$ cat src/hdl/deadline_timer_table_macros.svh
// Assertion macros shared by the RTL.
`ifndef DEADLINE_TIMER_TABLE_MACROS_SVH
`define DEADLINE_TIMER_TABLE_MACROS_SVH
`ifndef NO_ASSERTIONS
// Same-cycle implication, checked on every rising edge outside reset.
`define DTT_ASSERT_NOW(lbl, ante, cons, msg) \
  lbl: assert property (@(posedge clk) disable iff (rst) (ante) |-> (cons)) else $error(msg);
// Next-cycle implication.
`define DTT_ASSERT_NEXT(lbl, ante, cons, msg) \
  lbl: assert property (@(posedge clk) disable iff (rst) (ante) |=> (cons)) else $error(msg);
`else
`define DTT_ASSERT_NOW(lbl, ante, cons, msg)
`define DTT_ASSERT_NEXT(lbl, ante, cons, msg)
`endif
`endif

$ cat src/hdl/dtt_pkg.sv
package dtt_pkg;

  localparam int SLOT_COUNT = 16;
  localparam int SLOT_BITS  = 4;
  localparam int TIME_BITS  = 48;
  localparam logic [TIME_BITS-1:0] ROLLBACK_MS = 48'd3600000;

  localparam logic [2:0] OP_ADD     = 3'd0;
  localparam logic [2:0] OP_CANCEL  = 3'd1;
  localparam logic [2:0] OP_REFRESH = 3'd2;
  localparam logic [2:0] OP_RESET   = 3'd3;
  localparam logic [2:0] OP_EXPIRE  = 3'd4;
  localparam logic [2:0] OP_QUERY   = 3'd5;

  typedef enum logic [1:0] {
    ST_OK       = 2'd0,
    ST_INACTIVE = 2'd1,
    ST_FULL     = 2'd2
  } status_t;

  typedef struct packed {
    logic [2:0]           opcode;
    logic [SLOT_BITS-1:0] slot_id;
    logic [TIME_BITS-1:0] period_ms;
    logic                 repeat_mode;
    logic                 restart_now;
    logic [TIME_BITS-1:0] now_ms;
  } cmd_t;

  typedef struct packed {
    status_t              status;
    logic [SLOT_BITS-1:0] result_slot;
    logic                 expired_flag;
    logic [TIME_BITS-1:0] wait_ms;
    logic                 front_notice;
    logic                 any_active;
    logic                 last_result;
  } rsp_t;

  // Controller to datapath
  typedef struct packed {
    logic load;
    logic simple_out;
    logic add_scan;
    logic add_write;
    logic slot_exec;
    logic due_scan;
    logic sel_scan;
    logic sel_emit;
    logic qry_scan;
    logic qry_out;
  } dp_ctl_t;

  // Datapath to controller
  typedef struct packed {
    logic [2:0] opcode;
    logic       full;
    logic       any_on;
    logic       idx_last;
    logic       found;
    logic       more_due;
  } dp_stat_t;

  function automatic logic [TIME_BITS-1:0] sat_add(input logic [TIME_BITS-1:0] a,
                                                    input logic [TIME_BITS-1:0] b);
    logic [TIME_BITS:0] s;
    s = {1'b0, a} + {1'b0, b};
    return s[TIME_BITS] ? {TIME_BITS{1'b1}} : s[TIME_BITS-1:0];
  endfunction

endpackage

$ cat src/hdl/deadline_timer_table.sv
// Channel   Handshake              Payload  Width
// command   start / busy           cmd      105 bits, taken when start && !busy
// result    done (one-cycle strobe) rsp     58 bits, one or more per transaction
//
// Cancel, refresh and reset finish from the dispatch state, as do unknown
// opcodes, a full add and an expire with no active slot. Add and query take one
// sweep over the slot table. Expire takes one sweep to mark due slots, then one
// min-search sweep per result, or a single such sweep when nothing is due. The
// table has a single read port, which sets these sweep lengths.
// Reset clears all slot flags at once; no clearing pass is needed.
// Results cannot be held off; busy drops as the last one is presented.
`include "deadline_timer_table_macros.svh"

module deadline_timer_table (
  input  logic          clk,
  input  logic          rst,
  input  logic          start,
  output logic          busy,
  input  dtt_pkg::cmd_t cmd,
  output logic          done,
  output dtt_pkg::rsp_t rsp
);

  dtt_pkg::dp_ctl_t  ctl;
  dtt_pkg::dp_stat_t stat;

  dtt_ctrl u_ctrl (
    .clk   (clk),
    .rst   (rst),
    .start (start),
    .busy  (busy),
    .stat  (stat),
    .ctl   (ctl)
  );

  dtt_datapath u_dp (
    .clk  (clk),
    .rst  (rst),
    .cmd  (cmd),
    .ctl  (ctl),
    .stat (stat),
    .done (done),
    .rsp  (rsp)
  );

  `DTT_ASSERT_NEXT(a_accept_busy, start && !busy, busy, "accepted transaction did not raise busy")
  `DTT_ASSERT_NOW(a_done_in_txn, done, $past(busy), "result outside a transaction")
  `DTT_ASSERT_NEXT(a_last_ends, done && rsp.last_result, !done, "result after last result")

endmodule

$ cat src/hdl/dtt_ctrl.sv
module dtt_ctrl (
  input  logic             clk,
  input  logic             rst,
  input  logic             start,
  output logic             busy,
  input  dtt_pkg::dp_stat_t stat,
  output dtt_pkg::dp_ctl_t  ctl
);

  typedef enum logic [2:0] {
    S_IDLE, S_DISPATCH, S_ADD_SCAN, S_ADD_WR, S_DUE_SCAN, S_SEL_SCAN, S_EMIT, S_QRY_SCAN
  } state_t;

  state_t state;
  state_t state_next;

  assign busy = (state != S_IDLE);

  always_comb begin
    ctl        = '0;
    state_next = state;
    case (state)
      S_IDLE: begin
        if (start) begin
          ctl.load   = 1'b1;
          state_next = S_DISPATCH;
        end
      end
      S_DISPATCH: begin
        case (stat.opcode)
          dtt_pkg::OP_ADD: begin
            if (stat.full) begin
              ctl.simple_out = 1'b1;
              state_next     = S_IDLE;
            end else begin
              state_next = S_ADD_SCAN;
            end
          end
          dtt_pkg::OP_CANCEL, dtt_pkg::OP_REFRESH, dtt_pkg::OP_RESET: begin
            ctl.slot_exec = 1'b1;
            state_next    = S_IDLE;
          end
          dtt_pkg::OP_EXPIRE: begin
            if (stat.any_on) begin
              state_next = S_DUE_SCAN;
            end else begin
              ctl.simple_out = 1'b1;
              state_next     = S_IDLE;
            end
          end
          dtt_pkg::OP_QUERY: begin
            state_next = S_QRY_SCAN;
          end
          default: begin
            ctl.simple_out = 1'b1;
            state_next     = S_IDLE;
          end
        endcase
      end
      S_ADD_SCAN: begin
        ctl.add_scan = 1'b1;
        if (stat.idx_last) state_next = S_ADD_WR;
      end
      S_ADD_WR: begin
        ctl.add_write = 1'b1;
        state_next    = S_IDLE;
      end
      S_DUE_SCAN: begin
        ctl.due_scan = 1'b1;
        if (stat.idx_last) state_next = S_SEL_SCAN;
      end
      S_SEL_SCAN: begin
        ctl.sel_scan = 1'b1;
        if (stat.idx_last) state_next = S_EMIT;
      end
      S_EMIT: begin
        if (stat.found) begin
          ctl.sel_emit = 1'b1;
          state_next   = stat.more_due ? S_SEL_SCAN : S_IDLE;
        end else begin
          ctl.simple_out = 1'b1;
          state_next     = S_IDLE;
        end
      end
      S_QRY_SCAN: begin
        ctl.qry_scan = 1'b1;
        if (stat.idx_last) begin
          // S_EMIT forms the result, which is then registered onto rsp
          state_next = S_EMIT;
        end
      end
      default: begin
        state_next = S_IDLE;
      end
    endcase
    if (state == S_EMIT && stat.opcode == dtt_pkg::OP_QUERY) begin
      ctl          = '0;
      ctl.qry_out  = 1'b1;
      state_next   = S_IDLE;
    end
  end

  always_ff @(posedge clk) begin
    if (rst) begin
      state <= S_IDLE;
    end else begin
      state <= state_next;
    end
  end

endmodule

$ cat src/hdl/dtt_datapath.sv
module dtt_datapath (
  input  logic              clk,
  input  logic              rst,
  input  dtt_pkg::cmd_t     cmd,
  input  dtt_pkg::dp_ctl_t  ctl,
  output dtt_pkg::dp_stat_t stat,
  output logic              done,
  output dtt_pkg::rsp_t     rsp
);

  localparam int N  = dtt_pkg::SLOT_COUNT;
  localparam int SB = dtt_pkg::SLOT_BITS;
  localparam int TB = dtt_pkg::TIME_BITS;

  logic [TB-1:0] period_mem [N];
  logic [TB-1:0] dl_mem [N];

  dtt_pkg::cmd_t cmd_r;
  logic [N-1:0]  active;
  logic [N-1:0]  repeat_v;
  logic [N-1:0]  due;
  logic [TB-1:0] prev_now;
  logic          notice;
  logic [SB-1:0] idx;
  logic [SB-1:0] best;
  logic [TB-1:0] best_dl;
  logic          found;
  logic          front;
  logic          roll;
  logic [TB-1:0] dl_new;

  logic [N-1:0]  active_next;
  logic [N-1:0]  repeat_next;
  logic [N-1:0]  due_next;
  logic          notice_next;
  logic [SB-1:0] free_slot;
  logic [SB-1:0] addr;
  logic [TB-1:0] rd_p;
  logic [TB-1:0] rd_d;
  logic          wr_en;
  logic          wr_p_en;
  logic [SB-1:0] wr_addr;
  logic [TB-1:0] wr_p;
  logic [TB-1:0] wr_d;
  logic [TB-1:0] base;
  logic          scan_mask;
  dtt_pkg::rsp_t rsp_next;
  logic          done_next;

  always_comb begin
    free_slot = '0;
    for (int i = N - 1; i >= 0; i--) begin
      if (!active[i]) free_slot = SB'(i);
    end
  end

  assign addr = ctl.sel_emit  ? best :
                ctl.slot_exec ? cmd_r.slot_id : idx;
  assign rd_p = period_mem[addr];
  assign rd_d = dl_mem[addr];

  assign scan_mask = ctl.sel_scan ? due[idx] : active[idx];

  assign stat.opcode   = cmd_r.opcode;
  assign stat.full     = &active;
  assign stat.any_on   = |active;
  assign stat.idx_last = &idx;
  assign stat.found    = found;
  assign stat.more_due = |(due & ~(N'(1) << best));

  always_comb begin
    active_next = active;
    repeat_next = repeat_v;
    due_next    = due;
    notice_next = notice;
    wr_en       = 1'b0;
    wr_p_en     = 1'b0;
    wr_addr     = addr;
    wr_p        = cmd_r.period_ms;
    wr_d        = dtt_pkg::sat_add(cmd_r.now_ms, rd_p);
    base        = cmd_r.restart_now ? cmd_r.now_ms : ((rd_d >= rd_p) ? rd_d - rd_p : '0);
    done_next   = 1'b0;
    rsp_next    = '0;
    rsp_next.status      = dtt_pkg::ST_OK;
    rsp_next.last_result = 1'b1;

    if (ctl.load) begin
      due_next = '0;
    end

    if (ctl.due_scan) begin
      due_next[idx] = active[idx] && (roll || rd_d <= cmd_r.now_ms);
    end

    if (ctl.simple_out) begin
      done_next = 1'b1;
      if (cmd_r.opcode == dtt_pkg::OP_ADD) rsp_next.status = dtt_pkg::ST_FULL;
    end

    if (ctl.add_write) begin
      done_next              = 1'b1;
      active_next[free_slot] = 1'b1;
      repeat_next[free_slot] = cmd_r.repeat_mode;
      wr_en                  = 1'b1;
      wr_p_en                = 1'b1;
      wr_addr                = free_slot;
      wr_d                   = dl_new;
      rsp_next.result_slot   = free_slot;
      rsp_next.front_notice  = front && !notice;
      if (front) notice_next = 1'b1;
    end

    if (ctl.slot_exec) begin
      done_next = 1'b1;
      if (cmd_r.opcode == dtt_pkg::OP_RESET && cmd_r.period_ms == rd_p &&
          !cmd_r.restart_now) begin
        // unchanged period counted from the last start: nothing to do
      end else if (!active[cmd_r.slot_id]) begin
        rsp_next.status = dtt_pkg::ST_INACTIVE;
      end else begin
        case (cmd_r.opcode)
          dtt_pkg::OP_CANCEL: begin
            active_next[cmd_r.slot_id] = 1'b0;
          end
          dtt_pkg::OP_REFRESH: begin
            wr_en = 1'b1;
          end
          default: begin
            wr_en   = 1'b1;
            wr_p_en = 1'b1;
            wr_d    = dtt_pkg::sat_add(base, cmd_r.period_ms);
          end
        endcase
      end
    end

    if (ctl.sel_emit) begin
      done_next            = 1'b1;
      due_next[best]       = 1'b0;
      rsp_next.result_slot = best;
      rsp_next.expired_flag = 1'b1;
      rsp_next.last_result = ~|due_next;
      if (repeat_v[best]) begin
        wr_en = 1'b1;
      end else begin
        active_next[best] = 1'b0;
      end
    end

    if (ctl.qry_out) begin
      done_next   = 1'b1;
      notice_next = 1'b0;
      if (found && best_dl > cmd_r.now_ms) rsp_next.wait_ms = best_dl - cmd_r.now_ms;
    end

    // due slots that do not recur are freed before the item ends
    rsp_next.any_active = |(active_next & ~(due_next & ~repeat_v));
  end

  always_ff @(posedge clk) begin
    if (wr_en) begin
      dl_mem[wr_addr] <= wr_d;
      if (wr_p_en) period_mem[wr_addr] <= wr_p;
    end
  end

  always_ff @(posedge clk) begin
    if (rst) begin
      active   <= '0;
      repeat_v <= '0;
      due      <= '0;
      prev_now <= '0;
      notice   <= 1'b0;
      idx      <= '0;
      found    <= 1'b0;
      done     <= 1'b0;
    end else begin
      active   <= active_next;
      repeat_v <= repeat_next;
      due      <= due_next;
      notice   <= notice_next;
      done     <= done_next;
      if (ctl.add_scan || ctl.due_scan || ctl.sel_scan || ctl.qry_scan) begin
        idx <= idx + 1'b1;
      end
      if (ctl.due_scan && (&idx)) prev_now <= cmd_r.now_ms;
      if (ctl.load || ctl.sel_emit) begin
        found <= 1'b0;
      end else if ((ctl.sel_scan || ctl.qry_scan) && scan_mask &&
                   (!found || rd_d < best_dl)) begin
        found <= 1'b1;
      end
    end
  end

  always_ff @(posedge clk) begin
    rsp <= rsp_next;
    if (ctl.load) begin
      cmd_r  <= cmd;
      front  <= 1'b1;
      roll   <= dtt_pkg::sat_add(cmd.now_ms, dtt_pkg::ROLLBACK_MS) < prev_now;
      dl_new <= dtt_pkg::sat_add(cmd.now_ms, cmd.period_ms);
    end
    if (ctl.add_scan && active[idx] &&
        (rd_d < dl_new || (rd_d == dl_new && idx < free_slot))) begin
      front <= 1'b0;
    end
    if ((ctl.sel_scan || ctl.qry_scan) && scan_mask && (!found || rd_d < best_dl)) begin
      best    <= idx;
      best_dl <= rd_d;
    end
  end

endmodule

$ cat config.mk
export PLATFORM = sky130hd
export DESIGN_NAME = deadline_timer_table
export DESIGN_NICKNAME = d
export VERILOG_FILES = /design/src/hdl/dtt_pkg.sv /design/src/hdl/deadline_timer_table.sv /design/src/hdl/dtt_ctrl.sv /design/src/hdl/dtt_datapath.sv
export VERILOG_INCLUDE_DIRS = /design/src /design/src/hdl
export SDC_FILE = /design/constraint.sdc
export NUM_CORES = 2
export LEC_CHECK = 0
export ABC_AREA = 1
export BUFFER_PORTS_ARGS = -buffer_cell sky130_fd_sc_hd__buf_4
export CORE_ASPECT_RATIO = 1.2
export CORE_MARGIN = 3
export CORE_UTILIZATION = 47
export CTS_CLUSTER_SIZE = 30
export DETAILED_ROUTE_END_ITERATION = 8
export PLACE_DENSITY = 0.64
export SYNTH_ARGS = -nofsm -noshare
export SYNTH_HDL_FRONTEND = slang
export SYNTH_SLANG_ARGS = --single-unit
$ cat constraint.sdc
create_clock -name clk -period 10.3 [get_ports clk]
set_input_delay 0.515 -clock clk [delete_from_list [all_inputs] [get_ports clk]]
set_output_delay 0.515 -clock clk [all_outputs]
set_load 0.01 [all_outputs]
==> run_results.csv <==
group,metric,value,unit
clock_tree,cts_setup_buffers,0,
sta,period_minus_slack,9960,ps
synthesis,ys.warnings.count,0,
routing,met1_length,140,mm
worst_setup_path,cpMaxStageDelayCell,"nor4_2",
floorplanning,dieArea,0.215,mm²
clock_tree,path_clk_slew,60,ps
floorplanning,rows,183,
job,drv_cap,0,
power,ir_worst_vdd,0.236,mV
sta,tightest_slew,1280,ps
sta,setup_viol,0,
global_routing,grt_pass1_wl,526,mm
sta,hold_slack,77.2,ps
floorplanning,core_area,0.207,mm²
routing,firstDrtPassIters,8,
sta,relSlewSlack,0.142,
clock_tree,htree_num_levels,4,
sta,slew_violations,0,
routing,postRouteWirelength,368,mm
final_layout,drive_gt1_frac,0.0886,
synthesis,synth_area_leaders,"edfxtp_1, nand2_1, ha_1, inv_1, nand3_1",
routing,drt_iter0_markers,9789,
routing,wl_met2,173,mm
worst_setup_path,crit_arrival,10650,ps
clock_tree,clockRootBuffer,"clkbuf_16",
worst_setup_path,worst_setup_path_end_kind,"flop",
floorplanning,fp.dieH,507,µm
synthesis,synth_seq_area_share,0.566,
sta,rsz0062_at_grt,"true",
routing,postRouteAntennaNets,0,
synthesis,syn_inst,10200,
run_status,outcome,"complete, no violations",
clock_tree,clock_latency,890,ps
routing,wire_per_inst,27.1,µm
clock_tree,tritoncts,"done",
sta,skew,60.4,ps
synthesis,syn-num-nets,10800,
worst_setup_path,worstPathMaxFanout,46,
placement,globalplace.congestion,1.05,
worst_setup_path,crit_top_cell,"o21ai_0",
floorplanning,io_pins,168,
routing,routed.top_layer,"met5",
worst_setup_path,path_class,"flop to flop",
sta,tns,0,ps
final_layout,syn_to_final_growth,14.1,%
synthesis,synth_top_area_share,0.533,
synthesis,synth_edf_count,1742,
global_routing,grt_pass1_vias,77000,
global_routing,grt_use_total,0.335,
clock_tree,numCtsBuffers,189,
sta,fin_crit_sh,0.967,
worst_setup_path,required,10990,ps
sta,hold_viol,0,
synthesis,synth_most_common_cell,"edfxtp_1",
final_layout,nNetsFinal,11200,
global_routing,grt_max_degree,123,
placement,io_buffer_count,167,
synthesis,synth_top_cells_by_count,"edfxtp_1, nand2_1, inv_1",
final_layout,final_util,0.540,
worst_setup_path,critPathMaxStageDelay,530,ps
power,power.density,271,mW/mm²
clock_tree,cts.sink_count,1907,
global_routing,overflow,0,
routing,drc,0,
sta,fmax,0.100,GHz
clock_tree,clk_path_buf_depth,3,
min_path,min_path_type,"input port to flop",
routing,wl_met3,29.9,mm
synthesis,yosysUniqueCellTypes,64,
floorplanning,initial_core_util,0.473,
placement,place.detailed.hpwl,258,mm
synthesis,ys_async_sr_fraction,0,
synthesis,yosys_most_used_dff,"edfxtp_1",
synthesis,syn_area_per_cell,9.62,µm²
worst_setup_path,start_kind,"flop",
global_routing,antenna_found_initial,15,
synthesis,synth_top_cell_by_area,"edfxtp_1",
power,power.leakage,44.7,nW
synthesis,netlist_area,0.0982,mm²
synthesis,ys_ff_latch,1907,
floorplanning,die_x,423,µm
routing,via_per_inst,5.92,
routing,via_count,80400,
## final cells by class
class	instances	area [µm²]
Antenna cell	10	25.0
Inverter	1402	5280
Sequential cell	1907	55600
Multi-Input combinational cell	6481	35800
Clock buffer	243	5040
Fill cell	18600	95400
Tap cell	2775	3470
Timing Repair Buffer	655	5600
Clock inverter	114	1240
## metrics by stage
step / power [W] / std cells / worst slack (ps) / area (µm²)
after floorplan: 0.0175 / 10200 / 1480 / 98200
after global placement: 0.0231 / 13100 / 463 / 105000
after detailed placement: 0.0231 / 13100 / 521 / 105000
after CTS: 0.0301 / 13600 / 424 / 112000
after global routing: 0.0317 / 13600 / 8.07 / 112000
final: 0.0304 / 13600 / 340 / 112000
## critical path: cells and delay by family (launching register included)
kind            cells  cell delay (ps)
fa+ha+maj           2              620
simple gates       18             3700
compound gates     15             2730
flops               1              430
xor+xnor            1              220
buf+inv            10             1950
## worst paths after layout
kind,slack [ps],start,end,cells past startpoint
max,340,u_dp.stat[6],u_dp.dl_mem[8][42],46
min,80,start,u_ctrl.state[1],4
max reg2reg,340,u_dp.stat[6],u_dp.dl_mem[8][42],46
min reg2reg,430,u_dp.notice,u_dp.rsp[2],1
## power by group
part | internal [W] | switching [W] | total (W) | leakage, nW
logic | 0.00399 | 0.00932 | 0.0133 | 24.7
clock network | 0.00389 | 0.00312 | 0.00701 | 3.03
registers | 0.00985 | 0.000209 | 0.0101 | 17.0
total | 0.0177 | 0.0126 | 0.0304 | 44.7
## cell usage in the layout, fill, tap and decap left out, types with 45 or more instances in the layout
| master | n |
|---|---|
| a21oi_1 | 604 |
| a31oi_1 | 95 |
| buf_4 | 516 |
| clkbuf_1 | 45 |
| clkbuf_16 | 191 |
| dfxtp_1 | 165 |
| dlygate4sd3_1 | 105 |
| edfxtp_1 | 1742 |
| ha_1 | 441 |
| inv_1 | 1383 |
| nand2_1 | 1675 |
| nand3_1 | 881 |
| nand3b_1 | 110 |
| nand4_1 | 60 |
| nor2_1 | 862 |
| nor3_1 | 77 |
| o211ai_1 | 142 |
| o21ai_0 | 708 |
| o21ai_1 | 47 |
| o221ai_1 | 95 |
| o22ai_1 | 167 |
| or2_2 | 48 |
| xnor2_1 | 57 |
| xor2_1 | 106 |
## flip-flops by register name, indices dropped and copies added (netlist names), 3 cells and up
signal           cells
u_dp.stat            3
u_dp.repeat_v       16
u_dp.due            16
u_dp.prev_now       48
u_dp.best_dl        48
u_dp.period_mem    768
u_dp.best            4
u_ctrl.state         3
u_dp.rsp            58
u_dp.idx             4
u_dp.dl_mem        768
u_dp.cmd_r          54
u_dp.wr_p           48
u_dp.dl_new         48
u_dp.active         16
## timing repair
| item | in CTS | in global routing |
|---|---|---|
| hold buffers | 105 | 0 |
| gates resized for setup | 0 | 1 |
| endpoints found under the setup margin | 0 | 87 |
| endpoints found under the hold margin | 105 | 0 |
## cells by family after synthesis
group	count (synthesis)	synth area share
adder cells (fa/ha/maj)	446	0.0572
buffers and inverters	1817	0.0728
XOR/XNOR	163	0.0145
flip-flops	1907	0.566
AND/OR/NAND/NOR	3804	0.167
AO/OA/AOI/OAI	2067	0.122
## layer usage
metal	up-vias	GRT usage
met5	-	0
met3	902	0.0485
li1	36400	-
met1	39200	0.421
met4	2	0.202
met2	3937	0.549
Power figures use the tool's default switching activity.
